`src/rtl/cldq_pkg.sv`:
```
// Shared types and codes for the circular deque with search.
// Used by the controller, the datapath and the top level; no dependencies.
`timescale 1ns / 1ps
`default_nettype none

package cldq_pkg;

   // Operation codes carried in the request tuser
   typedef enum logic [1:0] {
      OP_INS_FRONT = 2'd0,
      OP_INS_TAIL  = 2'd1,
      OP_POP       = 2'd2,
      OP_SEARCH    = 2'd3
   } opcode_type;

   // Result status codes
   typedef enum logic [1:0] {
      ST_OK    = 2'd0,
      ST_EMPTY = 2'd1,
      ST_FULL  = 2'd2
   } status_type;

   // Controller states
   typedef enum logic [2:0] {
      S_IDLE,
      S_EXEC,
      S_SRCH,
      S_HEAD,
      S_LOAD
   } state_type;

   // Commands from controller to datapath
   typedef struct packed {
      logic latch;       // capture request fields
      logic exec;        // apply the operation to head, count and store
      logic srch_issue;  // read the next search entry
      logic head_issue;  // read the head entry
      logic load_out;    // load the result register
   } cmd_type;

   // Status from datapath to controller
   typedef struct packed {
      logic srch_needed; // search on a non-empty store
      logic srch_last;   // current search read is the last valid entry
      logic out_free;    // result register can take a new result
   } sts_type;

endpackage

`default_nettype wire

```
`src/rtl/cldq_ctrl.sv`:
```
// Sequencing state machine for the circular deque.
// Depends on cldq_pkg for the state, command and status types.
`timescale 1ns / 1ps
`default_nettype none

module cldq_ctrl
   import cldq_pkg::*;
(
   input  wire logic    clock,
   input  wire logic    reset,
   input  wire logic    req_tvalid,
   output logic         req_tready,
   input  wire sts_type sts,
   output cmd_type      cmd
);

   state_type state_ff;
   state_type state_in;

   // Hold the state register
   always_ff @(posedge clock) begin
      if (reset) begin
         state_ff <= S_IDLE;
      end else begin
         state_ff <= state_in;
      end
   end

   // Next state
   always_comb begin
      state_in = state_ff;
      case (state_ff)
         S_IDLE: begin
            if (req_tvalid) state_in = S_EXEC;
         end
         S_EXEC: begin
            state_in = sts.srch_needed ? S_SRCH : S_HEAD;
         end
         S_SRCH: begin
            if (sts.srch_last) state_in = S_HEAD;
         end
         S_HEAD: begin
            state_in = S_LOAD;
         end
         S_LOAD: begin
            if (sts.out_free) state_in = S_IDLE;
         end
         default: begin
            state_in = S_IDLE;
         end
      endcase
   end

   // Outputs
   always_comb begin
      cmd        = '0;
      req_tready = 1'b0;
      case (state_ff)
         S_IDLE: begin
            req_tready = 1'b1;
            cmd.latch  = req_tvalid;
         end
         S_EXEC: begin
            cmd.exec = 1'b1;
         end
         S_SRCH: begin
            cmd.srch_issue = 1'b1;
         end
         S_HEAD: begin
            cmd.head_issue = 1'b1;
         end
         S_LOAD: begin
            cmd.load_out = sts.out_free;
         end
         default: begin
            cmd = '0;
         end
      endcase
   end

endmodule

`default_nettype wire

```
`src/rtl/cldq_dpath.sv`:
```
// Datapath of the circular deque: ring store, head and count, search compare
// and the result register. Depends on cldq_pkg; driven by cldq_ctrl.
`timescale 1ns / 1ps
`default_nettype none

module cldq_dpath
   import cldq_pkg::*;
#(
   parameter int DEPTH  = 16,
   parameter int IDX_W  = $clog2(DEPTH),
   parameter int CNT_W  = $clog2(DEPTH + 1),
   parameter int RSP_W  = ((35 + CNT_W + 7) / 8) * 8
)(
   input  wire logic              clock,
   input  wire logic              reset,
   input  wire cmd_type           cmd,
   output sts_type                sts,
   input  wire logic [1:0]        req_tuser,
   input  wire logic [31:0]       req_tdata,
   output logic                   rsp_tvalid,
   input  wire logic              rsp_tready,
   output logic [RSP_W-1:0]       rsp_tdata
);

   localparam logic [IDX_W:0]   DEPTH_X = (IDX_W + 1)'(DEPTH);
   localparam logic [CNT_W-1:0] DEPTH_C = CNT_W'(DEPTH);

   // Add an offset to a ring index and wrap once
   function automatic logic [IDX_W-1:0] ring_add(input logic [IDX_W-1:0] base,
                                                 input logic [IDX_W-1:0] off);
      logic [IDX_W:0] sum;
      sum = {1'b0, base} + {1'b0, off};
      if (sum >= DEPTH_X) sum = sum - DEPTH_X;
      return sum[IDX_W-1:0];
   endfunction

   opcode_type       op_ff;
   logic [31:0]      value_ff;
   logic [IDX_W-1:0] head_ff;
   logic [CNT_W-1:0] count_ff;
   logic [IDX_W-1:0] srch_idx_ff;
   logic [31:0]      rd_data_ff;
   logic             rd_vld_ff;
   logic             found_ff;
   status_type       status_ff;
   logic             rsp_valid_ff;
   logic [31:0]      rsp_head_ff;
   logic             rsp_found_ff;
   logic [CNT_W-1:0] rsp_count_ff;
   status_type       rsp_status_ff;

   logic [31:0]      mem [DEPTH];

   logic             full;
   logic             empty;
   logic [IDX_W-1:0] head_dec;
   logic [IDX_W-1:0] tail_pos;
   logic             mem_we;
   logic [IDX_W-1:0] mem_waddr;
   logic [IDX_W-1:0] rd_addr;

   assign full     = (count_ff == DEPTH_C);
   assign empty    = (count_ff == '0);
   assign head_dec = (head_ff == '0) ? IDX_W'(DEPTH - 1) : head_ff - IDX_W'(1);
   assign tail_pos = ring_add(head_ff, count_ff[IDX_W-1:0]);

   // Store write on an insert that fits
   always_comb begin
      mem_we    = 1'b0;
      mem_waddr = tail_pos;
      if (cmd.exec && !full) begin
         if (op_ff == OP_INS_FRONT) begin
            mem_we    = 1'b1;
            mem_waddr = head_dec;
         end else if (op_ff == OP_INS_TAIL) begin
            mem_we    = 1'b1;
         end
      end
   end

   assign rd_addr = cmd.head_issue ? head_ff : ring_add(head_ff, srch_idx_ff);

   // Ring store with registered read
   always_ff @(posedge clock) begin
      if (mem_we) mem[mem_waddr] <= value_ff;
      if (cmd.srch_issue || cmd.head_issue) rd_data_ff <= mem[rd_addr];
   end

   // Capture the request fields
   always_ff @(posedge clock) begin
      if (cmd.latch) begin
         op_ff    <= opcode_type'(req_tuser);
         value_ff <= req_tdata;
      end
   end

   // Apply the operation to head and count
   always_ff @(posedge clock) begin
      if (reset) begin
         head_ff  <= '0;
         count_ff <= '0;
      end else if (cmd.exec) begin
         case (op_ff)
            OP_INS_FRONT: begin
               if (!full) begin
                  head_ff  <= head_dec;
                  count_ff <= count_ff + CNT_W'(1);
               end
            end
            OP_INS_TAIL: begin
               if (!full) count_ff <= count_ff + CNT_W'(1);
            end
            OP_POP: begin
               if (!empty) begin
                  head_ff  <= ring_add(head_ff, IDX_W'(1));
                  count_ff <= count_ff - CNT_W'(1);
               end
            end
            default: begin
               head_ff <= head_ff;
            end
         endcase
      end
   end

   // Status of the current operation
   always_ff @(posedge clock) begin
      if (cmd.exec) begin
         status_ff <= ST_OK;
         case (op_ff)
            OP_INS_FRONT, OP_INS_TAIL: begin
               if (full) status_ff <= ST_FULL;
            end
            OP_POP, OP_SEARCH: begin
               if (empty) status_ff <= ST_EMPTY;
            end
            default: begin
               status_ff <= ST_OK;
            end
         endcase
      end
   end

   // Advance the search walk and compare each entry as it returns
   always_ff @(posedge clock) begin
      if (reset) begin
         rd_vld_ff   <= 1'b0;
         found_ff    <= 1'b0;
         srch_idx_ff <= '0;
      end else begin
         rd_vld_ff <= cmd.srch_issue;
         if (cmd.exec) begin
            srch_idx_ff <= '0;
            found_ff    <= 1'b0;
         end else begin
            if (cmd.srch_issue) srch_idx_ff <= srch_idx_ff + IDX_W'(1);
            if (rd_vld_ff && (rd_data_ff == value_ff)) found_ff <= 1'b1;
         end
      end
   end

   assign sts.srch_needed = (op_ff == OP_SEARCH) && !empty;
   assign sts.srch_last   = (CNT_W'(srch_idx_ff) + CNT_W'(1)) == count_ff;
   assign sts.out_free    = !rsp_valid_ff || rsp_tready;

   // Result register: load on command, drop after the transfer
   always_ff @(posedge clock) begin
      if (reset) begin
         rsp_valid_ff <= 1'b0;
      end else if (cmd.load_out) begin
         rsp_valid_ff <= 1'b1;
      end else if (rsp_tready) begin
         rsp_valid_ff <= 1'b0;
      end
   end

   always_ff @(posedge clock) begin
      if (cmd.load_out) begin
         rsp_head_ff   <= empty ? 32'd0 : rd_data_ff;
         rsp_found_ff  <= found_ff;
         rsp_count_ff  <= count_ff;
         rsp_status_ff <= status_ff;
      end
   end

   // Pack the result, zero-filled up to the byte boundary
   assign rsp_tvalid = rsp_valid_ff;
   assign rsp_tdata  = RSP_W'({rsp_status_ff, rsp_count_ff, rsp_found_ff, rsp_head_ff});

endmodule

`default_nettype wire

```
`src/rtl/circular_list_deque_with_search.sv`:
```
// Bounded circular deque of signed 32-bit values with a linear search.
// Request channel (req_): tuser carries the opcode (insert front, insert
//   tail, pop head, search), tdata the value to insert or search for.
// Response channel (rsp_): one transfer per request with the head value
//   (zero when empty), a found flag, the element count and a status code
//   (ok, empty on pop or search, full on insert).
// Sequence: a request is captured in idle and applied in exec; a search then
//   reads one ring entry per cycle through the single store read port; the
//   head entry is read and the result register is loaded. One request is in
//   work at a time; a new request is taken in the cycle after the previous
//   one has reached the result register.
// Reset empties the deque (head and count cleared); store contents are not
//   cleared and need no clearing pass.
// A stalled response holds in the result register; the block finishes the
//   next request up to that register and then waits for rsp_tready.
// Depends on cldq_pkg, cldq_ctrl and cldq_dpath.
`timescale 1ns / 1ps
`default_nettype none

module circular_list_deque_with_search
   import cldq_pkg::*;
#(
   parameter int DEPTH = 16,
   parameter int CNT_W = $clog2(DEPTH + 1),
   parameter int RSP_W = ((35 + CNT_W + 7) / 8) * 8
)(
   input  wire logic             clock,
   input  wire logic             reset,
   input  wire logic             req_tvalid,
   output logic                  req_tready,
   input  wire logic [1:0]       req_tuser,   // [1:0] opcode
   input  wire logic [31:0]      req_tdata,   // [31:0] value
   output logic                  rsp_tvalid,
   input  wire logic             rsp_tready,
   output logic [RSP_W-1:0]      rsp_tdata    // head_value, found, count, status, zero pad
);

   cmd_type cmd;
   sts_type sts;

   cldq_ctrl u_ctrl (
      .clock      (clock),
      .reset      (reset),
      .req_tvalid (req_tvalid),
      .req_tready (req_tready),
      .sts        (sts),
      .cmd        (cmd)
   );

   cldq_dpath #(
      .DEPTH (DEPTH),
      .IDX_W ($clog2(DEPTH)),
      .CNT_W (CNT_W),
      .RSP_W (RSP_W)
   ) u_dpath (
      .clock      (clock),
      .reset      (reset),
      .cmd        (cmd),
      .sts        (sts),
      .req_tuser  (req_tuser),
      .req_tdata  (req_tdata),
      .rsp_tvalid (rsp_tvalid),
      .rsp_tready (rsp_tready),
      .rsp_tdata  (rsp_tdata)
   );

endmodule

`default_nettype wire

```
`config.mk`:
```
export PLATFORM = sky130hd
export DESIGN_NAME = circular_list_deque_with_search
export DESIGN_NICKNAME = d
export VERILOG_FILES = /design/src/rtl/cldq_pkg.sv /design/src/rtl/cldq_ctrl.sv /design/src/rtl/cldq_dpath.sv /design/src/rtl/circular_list_deque_with_search.sv
export SDC_FILE = /design/constraint.sdc
export NUM_CORES = 1
export LEC_CHECK = 0
export BUFFER_PORTS_ARGS = -buffer_cell sky130_fd_sc_hd__buf_4
export CELL_PAD_IN_SITES_DETAIL_PLACEMENT = 1
export CELL_PAD_IN_SITES_GLOBAL_PLACEMENT = 1
export CORE_AREA = 5 5 247 249
export DETAILED_ROUTE_END_ITERATION = 10
export DIE_AREA = 0 0 252 254
export PLACE_DENSITY_LB_ADDON = 0.1
export SKIP_CTS_REPAIR_TIMING = 1
export SYNTH_ARGS = -nofsm -noshare
export SYNTH_HDL_FRONTEND = slang
export SYNTH_SLANG_ARGS = --single-unit
```
`constraint.sdc`:
```
create_clock -name clock -period 6.1 [get_ports clock]
set_input_delay 0.915 -clock clock [delete_from_list [all_inputs] [get_ports clock]]
set_output_delay 0.915 -clock clock [all_outputs]
set_load 0.005 [all_outputs]
```
After elaboration in Yosys (flattened, before gate mapping) --
Memory sizes are Yosys's and may differ from the RTL's. A register that Yosys moved wholly into a read port is not among the register bits. Index checks and enable logic that the tools add are counted.
Storage, ports and cells: bits in registers 95, RAM bits 512, word-level logic and storage cells 100, memories 1
Operators by class: $add $sub $neg 11, order comparisons 3, equality and inequality tests 16, muxes and demuxes 34, reduce and logical (&&, ||, !) cells 21
Memories:
- u_dpath.mem | words 16, width 32, read ports 1, clocked after memory_dff 1, write ports 1, line cldq_dpath.sv:52 | logic [31:0] mem [DEPTH];
Operator list (count):
- 4-bit 2-to-1 mux | 9
- 32-bit equality test | 1
- 4-bit by 1-bit subtractor with 4-bit output (second input constant) | 4
- 5-bit greater-or-equal comparator (second input constant) | 3
- 1-bit 2-to-1 mux | 15
- 3-bit one-hot mux with 5 select lines | 1
- 4-bit by 1-bit adder with 5-bit output (second input constant) | 2
- 4-bit by 4-bit adder with 5-bit output | 2
- 5-bit 2-to-1 mux | 2
- 2-bit != test (second input constant) | 5
- 5-bit one-hot mux with 2 select lines | 1
- 3-bit 2-to-1 mux | 3
- 4-bit one-hot mux with 2 select lines | 1
- 4-bit AND reduction | 2
- 3-bit by 2-bit equality test with 1-bit output (second input constant) | 2
- 2-bit nonzero test | 3
- 2-bit OR reduction | 3
- 5-bit by 1-bit adder with 5-bit output (second input constant) | 1
- 5-bit equality test | 1
- 5-bit equality test (second input constant) | 1
- 5-bit logical NOT | 1
- 5-bit by 1-bit subtractor with 5-bit output (second input constant) | 1
- 4-bit by 1-bit adder with 4-bit output (second input constant) | 1
- 2-bit equality test (second input constant) | 2
- other kinds (13) | 18

Logic depth before layout (Yosys ltp) --
Gate-level depths: netlist (run 1).
depth after elaboration 6, depth in mapped cells 10

Hierarchy --
Synthesis (run 1) repeated with hierarchy kept, for this count alone.
Unflattened totals: cells, all modules 1177, area, all modules 24996.5 sq um
Modules (own cells, without submodules):
- cldq_dpath | times used 1, cells an instance 1149, area each 24737.5 sq um, seq. area each 18938.2 sq um
- cldq_ctrl | times used 1, cells an instance 28, area each 259.0 sq um, seq. area each 60.1 sq um

Worst setup path after synthesis (run 1) --
Ideal clock, no wire load.
kind flip-flop to flip-flop, start reg u_dpath.head_ff[0], end mem u_dpath.mem[0][0] (enable), arrival time 4304 ps, data required time 5639 ps, path slack 1335 ps, stages on the path, launching flop included 11, buffers on the path 3, cell sequence dfxtp_1 > buf_2 > buf_4 > clkbuf_1 > inv_1 > ha_1 > o21ba_2 > o31a_1 > nand2_1 > o21a_2 > nor3_1
On the way: longest elaborated chain between the ends 5, elaborated cells on any way between the ends 9
RTL lines:
- start, declared | line cldq_dpath.sv:39 | logic [IDX_W-1:0] head_ff;
- start signal, assigned | line cldq_dpath.sv:115 | head_ff <= ring_add(head_ff, IDX_W'(1));
- 4-bit by 4-bit adder with 5-bit output | line cldq_dpath.sv:32 | sum = {1'b0, base} + {1'b0, off};
- 4-bit by 1-bit subtractor with 4-bit output or 5-bit greater-or-equal comparator (tied branches) | line cldq_dpath.sv:33 | if (sum >= DEPTH_X) sum = sum - DEPTH_X;
- 4-bit 2-to-1 mux | line cldq_dpath.sv:33
- 4-bit 2-to-1 mux | line cldq_dpath.sv:72 | if (op_ff == OP_INS_FRONT) begin
- 4-bit 2-to-1 mux (*) | line cldq_dpath.sv:71 | if (cmd.exec && !full) begin
- end, declared | line cldq_dpath.sv:52
Mark *: on every way between the ends. The rest lies on a longest branch, timed or not.

Worst setup path after layout (run 1) --
start reg u_ctrl.state_ff[0], end mem u_dpath.mem[9][19] (enable)
On the way: longest elaborated chain between the ends 6, elaborated cells on any way between the ends 7
RTL lines:
- start, declared | line cldq_ctrl.sv:17 | state_type state_ff;
- start signal, assigned | line cldq_ctrl.sv:25 | state_ff <= state_in;
- 3-bit by 1-bit equality test with 1-bit output (*) | line cldq_ctrl.sv:58 | case (state_ff)
- 1-bit 2-to-1 mux (*) | line cldq_ctrl.sv:58
- 1-bit logical AND (*) | line cldq_dpath.sv:71
- 1-bit 2-to-1 mux | line cldq_dpath.sv:71
- 1-bit 2-to-1 mux | line cldq_dpath.sv:85 | if (mem_we) mem[mem_waddr] <= value_ff;
- 1-bit 2-to-1 mux (not written as such) | line cldq_dpath.sv:85
Marked as above.

==> flow_summary.json, run 1 <==
{
  "crit_type": "flop to flop",
  "r2r_setup_slack_ps": 1700,
  "grt_max_degree": 109,
  "port_buffers": 79,
  "ys_warn_count": 0,
  "reg2reg_depth": 5,
  "ioPinCount": 80,
  "slew_headroom_pct": 11.2,
  "p_int_mw": 8.54,
  "drive_above_1_share_pct": 13.6,
  "fmax_ghz": 0.227,
  "pwr-share-comb_pct": 18.1,
  "grt_pass1_vias": 20100,
  "syn_area_mm2": 0.0313,
  "area_growth_pct": 12.3,
  "core_mm2": 0.0585,
  "p_leak_nw": 10.8,
  "initial_utilization_pct": 53.6,
  "layout_min_cycle_time_ps": 4400,
  "dieArea_mm2": 0.0640,
  "drtAntennaViolNets": 0,
  "fin_tns_setup_ps": 0,
  "ir_worst_vdd_mv": 0.261,
  "post-place-cells": 2858,
  "seq_area_frac_synth_pct": 60.6,
  "first_iter_violations": 1109,
  "synth_ff_type": "edfxtp_1",
  "htree_num_levels": 3,
  "fp.dieH_um": 254,
  "fill_cells": 5359,
  "yosys.area.top_type": "edfxtp_1",
  "rows": 89,
  "grt_antenna_before_repair": 1,
  "rr_endpoint": "u_dpath.mem[9][19]",
  "yosys-top-cells-count": "840 x mux2i_1, 620 x edfxtp_1, 143 x nor3_1",
  "synth_area_leaders": "edfxtp_1 59%, mux2i_1 27%, nor3_1 2.3%",
  "cp.arrival_ps": 4630,
  "cts_tree": "done",
  "drv_cap": 0,
  "hp-start": "u_dpath.status_ff[0]",
  "powerDensity_mw_per_mm2": 335,
  "crit_required_ps": 6330,
  "vias": 18600,
  "hpwl_um": 47000,
  "worstHoldPathType": "flop to flop",
  "crit_start": "u_ctrl.state_ff[0]",
  "finalSetupViolCount": 0,
  "synth_top_area_share_pct": 59.4,
  "end_kind": "flop",
  "routedWlPerCell_um": 27.8,
  "gr-usage-all-layers_pct": 25.6,
  "routed_wl_um": 83000,
  "power_frac_clock_pct": 37.0,
  "whs_ps": 419,
  "ys_ff_latch": 639,
  "worst_pin_slew_ps": 1330,
  "async_flop_share_pct": 0,
  "netlist_instances": 2103,
  "status": "complete, no violations",
  "viasPerCell": 6.22,
  "swShare_pct": 27.5,
  "path_clk_slew_ps": 60,
  "finalHoldViolations": 0,
  "synth_nets": 2156,
  "routabilityCongestion": 0.806,
  "timing.rr.start": "u_ctrl.state_ff[0]",
  "fin_cells": 2985,
  "min_period_over_period_pct": 72.1,
  "clkLatencyLatePin_ps": 630,
  "drcViolationCount": 0,
  "power_frac_seq_pct": 45.0,
  "rsz0062_at_grt": "no",
  "overflow": 0,
  "cts.path.max_buffers": 3,
  "cts_sinks": 639,
  "dieWidth_um": 252,
  "cp-start-kind": "flop",
  "yosysUniqueCellTypes": 50,
  "grt_pass1_wl_um": 124000,
  "endpoint": "u_dpath.mem[9][19]",
  "synth_edf_count": 620,
  "postSynthAreaPerCell_um2": 14.9,
  "final_nets": 2210,
  "final.setup_skew_ps": 30.3,
  "net-switching-power_mw": 3.24,
  "path_max_fanout": 32,
  "cts-buffers-inserted": 70,
  "synth.most_common_cell": "mux2i_1",
  "maxSlewViolCount": 0,
  "dr.pass1.iters": 4,
  "cts-root-buf": "clkbuf_16"
}
==> metal layers <==
layer	global-route usage, %	share of wire [%]	up-vias
met4	7.57	2.9	0
met5	0	0	-
met1	34.1	43	9722
met3	3.74	3.8	139
li1	-	-	8302
met2	44.2	50	397
==> registers in the layout, indices dropped and copies added, names as in the netlist <==
| signal | count |
|---|---|
| u_dpath.srch_idx_ff | 4 |
| u_dpath.mem | 512 |
| u_dpath.count_ff | 5 |
| u_dpath.rsp_found_ff | 1 |
| u_dpath.rsp_head_ff | 32 |
| u_dpath.op_ff | 2 |
| u_dpath.rsp_tvalid | 1 |
| u_dpath.rsp_status_ff | 2 |
| u_dpath.status_ff | 2 |
| u_dpath.value_ff | 32 |
| u_dpath.rd_data_ff | 32 |
| u_dpath.rd_vld_ff | 1 |
| u_dpath.head_ff | 4 |
| u_ctrl.state_ff | 3 |
| u_dpath.rsp_count_ff | 5 |
| u_dpath.found_ff | 1 |
==> critical path, stage by stage (launching register included) <==
cell,delay [ps]
dfxtp_1,690
or3b_4,500
a2111oi_4,540
mux2i_1,630
o211ai_1,510
nor2_4,1130
==> cell families after synthesis <==
| logic type | count (synthesis) | share of synthesized area [%] |
|---|---|---|
| xor+xnor | 49 | 1.37 |
| flops | 639 | 60.6 |
| simple gates | 252 | 4.20 |
| fa+ha+maj | 15 | 0.671 |
| buf+inv | 155 | 2.21 |
| compound gates | 115 | 2.65 |
| mux | 878 | 28.3 |
==> final cells by class <==
class	count	area, µm²	share of cell area [%]
timing repair buffer	128	1040	2.94
inverter	9	33.8	0.0960
clock inverter	46	529	1.50
clock buffer	80	1810	5.14
sequential	639	19000	54.0
multi-input combinational	1309	11800	33.6
antenna	1	2.50	0.00711
tap	773	967	2.75
==> power by group through the flow <==
stage               Combinational, mW  Clock, mW  Sequential (mW)
finish                           2.13       4.35             5.30
global route                     2.28       4.62             5.31
CTS                              2.15       4.42             5.29
global placement                 2.07          0             5.37
floorplan                        1.55          0             5.28
detailed placement               2.13          0             5.38
==> cell usage in the layout, fill, tap and decap left out, drive strengths merged, types with 15 or more instances in the layout <==
cell / instances
nor2b: 34
mux2i: 841
nor2: 28
a211oi: 67
nor3: 143
xnor2: 35
buf: 128
a21oi: 17
clkinv: 34
dfxtp: 19
nand2: 15
mux2: 37
edfxtp: 620
clkbuf: 80
==> through the flow <==
stage	total power, mW	utilization [%]	worst slack, ps	instance area, µm²
detailed placement	7.51	56.2	1670	32800
CTS	11.9	60.2	1690	35200
global placement	7.44	56.2	1750	32800
global route	12.2	60.2	1470	35200
finish	11.8	60.2	1700	35200
floorplan	6.83	-	1330	31300
==> how the worst min path moves through the flow <==
stage / to / slack [ps] / cells past startpoint
final: u_dpath.rsp_status_ff[0] / 420 / 0
after global routing: u_dpath.value_ff[31] / 430 / 1
after CTS: u_dpath.rsp_status_ff[0] / 420 / 0
after detailed placement: u_dpath.rsp_status_ff[0] / 410 / 0
after global placement: u_dpath.rsp_status_ff[0] / 410 / 0
after floorplan: u_dpath.rsp_status_ff[0] / 400 / 0
Power figures use the tool's default switching activity.
==> inputs of run 2 (changes only) <==
--- a/config.mk
+++ b/config.mk
@@ -5,12 +5,13 @@
 export SDC_FILE = /design/constraint.sdc
 export NUM_CORES = 1
 export LEC_CHECK = 0
+export ABC_AREA = 1
 export BUFFER_PORTS_ARGS = -buffer_cell sky130_fd_sc_hd__buf_4
 export CELL_PAD_IN_SITES_DETAIL_PLACEMENT = 1
 export CELL_PAD_IN_SITES_GLOBAL_PLACEMENT = 1
-export CORE_AREA = 5 5 247 249
+export CORE_AREA = 5 5 243 245
 export DETAILED_ROUTE_END_ITERATION = 10
-export DIE_AREA = 0 0 252 254
+export DIE_AREA = 0 0 248 250
 export PLACE_DENSITY_LB_ADDON = 0.1
 export SKIP_CTS_REPAIR_TIMING = 1
 export SYNTH_ARGS = -nofsm -noshare
==> constraint.sdc (replaced) <==
create_clock -name clock -period 4.5 [get_ports clock]
set_input_delay 0.675 -clock clock [delete_from_list [all_inputs] [get_ports clock]]
set_output_delay 0.675 -clock clock [all_outputs]
set_load 0.005 [all_outputs]
==> run 2 against run 1 <==
Clock power increased by 31%. Sequential share of layout area is 5.7 points higher. Flip-flop and latch count unchanged. Non-clock buffer count shrank 8. Register-to-register slack got worse by 1100 ps. Clock skew down 14 ps. Combinational power grew to 3.3 times the previous value. Critical path depth increased by 2. First-iteration DRC count rose by 19%. Power rose by 79%. Sequential power up 55%. Synthesized cell count rose by 20%. Critical endpoint is now u_dpath.mem[3][10]. Highest routed layer unchanged.
==> flow_summary.json, run 2 <==
{
  "synth_edf_count": 620,
  "worstHoldPathType": "input pin to flop",
  "path_max_fanout": 16,
  "path_clk_slew_ps": 60,
  "most-common-layout-cells": "620 x edfxtp_1, 498 x nand2_1, 468 x nand3_1",
  "whs_ps": 241,
  "whs_path_depth": 1,
  "grt_max_degree": 193,
  "hpwl_um": 44300,
  "syn_area_mm2": 0.0279,
  "rsz0062_at_grt": "no",
  "muxShareOfSynthArea_pct": 0,
  "final_nets": 2635,
  "crit_type": "flop to flop",
  "synth_area_leaders": "edfxtp_1 67%, nand3_1 8.4%, nand2_1 6.7%",
  "synth.most_common_cell": "edfxtp_1",
  "vias": 18800,
  "yosys.area.top_type": "edfxtp_1",
  "p_leak_nw": 12.6,
  "gr-usage-all-layers_pct": 25.3,
  "hp-start": "req_tdata[13]",
  "max_stage_delay_ps": 690,
  "routabilityCongestion": 0.820,
  "layout_min_cycle_time_ps": 3870,
  "overflow": 0,
  "yosysUniqueCellTypes": 28,
  "area_growth_pct": 14.0,
  "routed_wl_um": 78800,
  "final_area_mm2": 0.0318,
  "dieArea_mm2": 0.0620,
  "grtUsageMet1_pct": 34.5,
  "cts-buffers-inserted": 71,
  "yosys-top-cells-count": "620 x edfxtp_1, 501 x nand2_1, 468 x nand3_1",
  "port_buffers": 79,
  "finalHoldViolations": 0,
  "slew_headroom_pct": 30.1,
  "routedWlPerCell_um": 23.2,
  "fin_tns_setup_ps": 0,
  "synth_ff_type": "edfxtp_1",
  "cts.path.max_buffers": 3,
  "cp.arrival_ps": 4160,
  "synth_nets": 2572,
  "crit_required_ps": 4790,
  "end_kind": "flop",
  "power_mw": 21.1,
  "maxSlewViolCount": 0,
  "fin_util_pct": 55.9,
  "synth_top_family_by_area": "simple AND/OR/NAND/NOR gates",
  "timing.rr.start": "u_dpath.head_ff[0]",
  "yosys.area_share.simple_pct": 21.5,
  "grt_pass1_wl_um": 120000,
  "worst-path-buf-inv": 2,
  "largest_register_ffs": 512,
  "grt_busiest_layer": "met2",
  "drive_above_1_share_pct": 9.45,
  "final.setup_skew_ps": 16.2,
  "cts-root-buf": "clkbuf_16",
  "rows": 88,
  "dieWidth_um": 248,
  "r2r_setup_slack_ps": 630,
  "critPathSlowestCell": "nor2_4",
  "drtAntennaViolNets": 0,
  "powerDensity_mw_per_mm2": 662,
  "fmax_ghz": 0.259,
  "grt_pass1_vias": 19800,
  "path_cells": "ha_1, inv_1, fa_1, o21ai_0, nand4_1, nor2_4, buf_4",
  "fill_cells": 5974,
  "ioPinCount": 80,
  "final_common_cell": "edfxtp_1",
  "cpLargestDelayFamily": "simple AND/OR/NAND/NOR gates",
  "ir_worst_vdd_mv": 0.713,
  "worst_pin_slew_ps": 1050,
  "reg2reg_depth": 7,
  "fp.dieH_um": 250,
  "htree_num_levels": 3,
  "post_dp_cell_area_mm2": 0.0296,
  "ys_ff_latch": 639,
  "viasPerCell": 5.52,
  "first_iter_violations": 1317,
  "async_flop_share_pct": 0,
  "cp-start-kind": "flop",
  "dr.pass1.iters": 6,
  "clkLatencyLatePin_ps": 610,
  "drv_cap": 0,
  "whs_endpoint": "u_dpath.value_ff[13]",
  "cts_sinks": 639,
  "synth-compound-area-share_pct": 0.744,
  "largest-register": "u_dpath.mem",
  "initial_utilization_pct": 49.0,
  "netlist_instances": 2519,
  "met2_usage_pct": 42.8,
  "finalSetupViolCount": 0,
  "min_period_over_period_pct": 85.9,
  "status": "complete, no violations",
  "gr-usage-met3_pct": 3.71,
  "diodes": 0,
  "synth_top_area_share_pct": 66.7,
  "drcViolationCount": 0,
  "ys_warn_count": 0,
  "cts_tree": "done",
  "postSynthAreaPerCell_um2": 11.1,
  "synth-xor-area-share_pct": 0.879,
  "core_mm2": 0.0569,
  "grt_antenna_before_repair": 1,
  "rr_endpoint": "u_dpath.mem[3][10]",
  "synthAdderAreaFrac_pct": 0.753,
  "seq_area_frac_synth_pct": 68.1
}
run 2: final cells by class:
class                      count  area (µm²)  area share (%)
sequential                   639       19000            59.7
multi-input combinational   1320        6880            21.6
clock buffer                  86        1880            5.90
inverter                     430        1610            5.07
timing repair buffer         120        1100            3.46
tap                          765         957            3.01
clock inverter                41         383            1.20
run 2: worst max-delay path by stage:
| stage | startpoint | end | slack (ps) | cells past startpoint |
|---|---|---|---|---|
| finish | u_dpath.head_ff[0] | u_dpath.mem[3][10] | 630 | 7 |
| global route | u_dpath.head_ff[0] | u_dpath.mem[3][11] | 480 | 7 |
| floorplan | u_dpath.head_ff[0] | u_dpath.mem[7][0] | 1050 | 8 |
| detailed placement | u_dpath.head_ff[0] | u_dpath.mem[3][17] | 690 | 7 |
| CTS | u_dpath.head_ff[0] | u_dpath.mem[3][8] | 660 | 7 |
| global placement | u_dpath.head_ff[0] | u_dpath.mem[3][7] | 790 | 9 |
run 2: metrics by stage:
step / cells / setup slack, ps
finish: 3401 / 634
global route: 3401 / 483
CTS: 3401 / 656
detailed placement: 3274 / 688
global placement: 3274 / 794
floorplan: 2519 / 1050
run 2: kinds of logic after synthesis:
kind of cell | count (synthesis)
and+or+nand+nor | 1236
xor gates and xnor gates | 28
buffers and inverters | 560
DFF | 639
adders and majority gates | 15
AOI/OAI and AO/OA | 41
run 2: where the power goes:
part           total (mW)  switching (mW)  internal [mW]
combinational        7.11            5.10           2.01
clock                5.72            2.35           3.37
sequential           8.22           0.654           7.57
run 2: metal layers:
metal	vias up	part of all wire [%]
met5	-	0
met4	0	2.0
met3	101	5.7
met2	547	50
met1	9550	42
li1	8579	-
==> inputs of run 3 (changes only) <==
--- a/config.mk
+++ b/config.mk
@@ -5,13 +5,14 @@
 export SDC_FILE = /design/constraint.sdc
 export NUM_CORES = 1
 export LEC_CHECK = 0
-export ABC_AREA = 1
+export ABC_AREA = 0
 export BUFFER_PORTS_ARGS = -buffer_cell sky130_fd_sc_hd__buf_4
 export CELL_PAD_IN_SITES_DETAIL_PLACEMENT = 1
 export CELL_PAD_IN_SITES_GLOBAL_PLACEMENT = 1
-export CORE_AREA = 5 5 243 245
+export CORE_AREA = 5 5 247 249
 export DETAILED_ROUTE_END_ITERATION = 10
-export DIE_AREA = 0 0 248 250
+export DIE_AREA = 0 0 252 254
+export MAX_ROUTING_LAYER = met4
 export PLACE_DENSITY_LB_ADDON = 0.1
 export SKIP_CTS_REPAIR_TIMING = 1
 export SYNTH_ARGS = -nofsm -noshare
==> run 3 against run 2 <==
Routed wire length rose by 7.2%. Clock power fell by 0.9%. Clock-buffer cell count rose by 5. Sequential share of layout area is 5.9 points lower. Critical path depth down 1. Largest power group unchanged. Fmax rose by 8.0%. Setup slack improved by 290 ps. Cell area rose by 11%. Non-clock buffer count rose by 30.
==> flow_summary.json, run 3 (synthesized netlist as in run 1, its figures left out) <==
{
  "min_period_over_period_pct": 79.6,
  "grt_antenna_before_repair": 1,
  "final_common_cell": "mux2i_1",
  "status": "complete, no violations",
  "routedWlPerCell_um": 28.1,
  "p_int_mw": 11.4,
  "largest_register_ffs": 512,
  "end_kind": "flop",
  "layout_min_cycle_time_ps": 3580,
  "clkLatencyLatePin_ps": 610,
  "grt_pass1_vias": 19800,
  "dieArea_mm2": 0.0640,
  "drcViolationCount": 0,
  "whs_endpoint": "u_dpath.value_ff[12]",
  "power_frac_seq_pct": 45.4,
  "path_cells": "or3b_4, a2111oi_4, mux2i_1, o211ai_1, nor2_4, buf_4",
  "path_clk_slew_ps": 60,
  "ir_worst_vdd_mv": 0.317,
  "rr_endpoint": "u_dpath.mem[9][2]",
  "final_nets": 2233,
  "area_growth_pct": 12.8,
  "gr-usage-all-layers_pct": 26.6,
  "rsz0062_at_grt": "no",
  "vias": 18700,
  "drv_cap": 0,
  "drtAntennaViolNets": 0,
  "cts-root-buf": "clkbuf_16",
  "ioPinCount": 80,
  "reg2reg_depth": 6,
  "whs_path_depth": 1,
  "viasPerCell": 6.23,
  "preCtsSetupSlack_ps": 921,
  "powerDensity_mw_per_mm2": 446,
  "finalSetupViolCount": 0,
  "largest-register": "u_dpath.mem",
  "maxSlewViolCount": 0,
  "routabilityCongestion": 0.803,
  "worst_pin_slew_ps": 1180,
  "net-switching-power_mw": 4.34,
  "path_max_fanout": 20,
  "cp.arrival_ps": 3830,
  "max_stage_delay_ps": 590,
  "routed_wl_um": 84400,
  "swShare_pct": 27.5,
  "final.setup_skew_ps": 19.9,
  "drive_above_1_share_pct": 14.3,
  "worstHoldPathType": "input pin to flop",
  "r2r_setup_slack_ps": 920,
  "cts-buffers-inserted": 71,
  "dr.pass1.iters": 5,
  "hp-start": "req_tdata[12]",
  "power_frac_clock_pct": 35.9,
  "cts_tree": "done",
  "pwr-share-comb_pct": 18.7,
  "crit_required_ps": 4750,
  "port_buffers": 79,
  "grt_pass1_wl_um": 125000,
  "htree_num_levels": 3,
  "hpwl_um": 46900,
  "core_mm2": 0.0585,
  "fmax_ghz": 0.279,
  "initial_utilization_pct": 53.6,
  "grt_max_degree": 140,
  "dieWidth_um": 252,
  "fin_util_pct": 60.4,
  "overflow": 0,
  "p_leak_nw": 10.8,
  "worst_slack_ps": 920,
  "cp-start-kind": "flop",
  "slew_headroom_pct": 19.5,
  "first_iter_violations": 1373,
  "crit_type": "flop to flop",
  "timing.rr.start": "u_ctrl.state_ff[2]",
  "cts_sinks": 639,
  "finalHoldViolations": 0,
  "critPathSlowestCell": "mux2i_1",
  "cts.path.max_buffers": 3,
  "power_mw": 15.8,
  "most-common-layout-cells": "839 x mux2i_1, 620 x edfxtp_1, 136 x buf_4",
  "rows": 89,
  "fp.dieH_um": 254,
  "diodes": 0
}
[run 3: cell count changes in the layout (fill, tap and decap cells not counted), moves of 35 or more]
cell,change
inv_1,-420
mux2_2,+35
nor3_1,+134
a211oi_1,+67
mux2i_1,+839
nand3b_1,-193
nand2_1,-483
nand3_1,-463
[run 3: area by class of cell]
cell class	instances	area (µm²)
Clock buffer	91	1920
Clock inverter	33	298
Fill cell	5364	23100
Inverter	9	33.8
Multi-Input combinational cell	1309	11800
Sequential cell	639	19000
Tap cell	773	967
Timing Repair Buffer	150	1300
[run 3: worst max-delay path by stage]
stage	from	to	slack, ps	cells after the start
6_report	u_ctrl.state_ff[2]	u_dpath.mem[9][2]	920	6
4_1_cts	u_ctrl.state_ff[2]	u_dpath.mem[9][1]	920	6
5_1_grt	u_ctrl.state_ff[2]	u_dpath.mem[9][5]	730	6
3_5_place_dp	u_ctrl.state_ff[2]	u_dpath.mem[9][12]	920	6
2_1_floorplan	u_dpath.head_ff[0]	u_dpath.mem[0][0]	-270	10
3_3_place_gp	u_ctrl.state_ff[2]	u_dpath.mem[9][11]	1080	6
[run 3: per-layer routing]
layer  routed length, µm  vias up  GRT usage [%]
met5                   0        -              -
met4                1820        0           7.13
met3                3800      125           3.49
met2               41600      448           43.6
met1               37200     9790           35.6
li1                    -     8347              -
[run 3: critical path, delay by kind of cell (launching register included)]
kind / cells / cell delay [ps]
AO/OA/AOI/OAI: 2 / 1060
buffers and inverters: 1 / 400
flip-flops: 1 / 440
multiplexers: 1 / 590
AND/OR/NAND/NOR: 2 / 720
[run 3: stage by stage]
step	cells	TNS (ps)	instance area (µm²)	hold WS (ps)
2_1_floorplan	2103	-67700	31300	400
5_1_grt	3004	0	35300	218
6_report	3004	0	35300	237
3_5_place_dp	2880	0	33100	423
3_3_place_gp	2880	0	33100	410
4_1_cts	3004	0	35300	206
[run 3: power groups by stage]
stage                     combinational [mW]  sequential (mW)  clock, mW
after detailed placement                2.93             7.28          0
after CTS                               2.96             7.16       5.77
after global placement                  2.85             7.25          0
after global routing                    3.14             7.18       6.02
final                                   2.95             7.16       5.67
after floorplan                         2.10             7.16          0
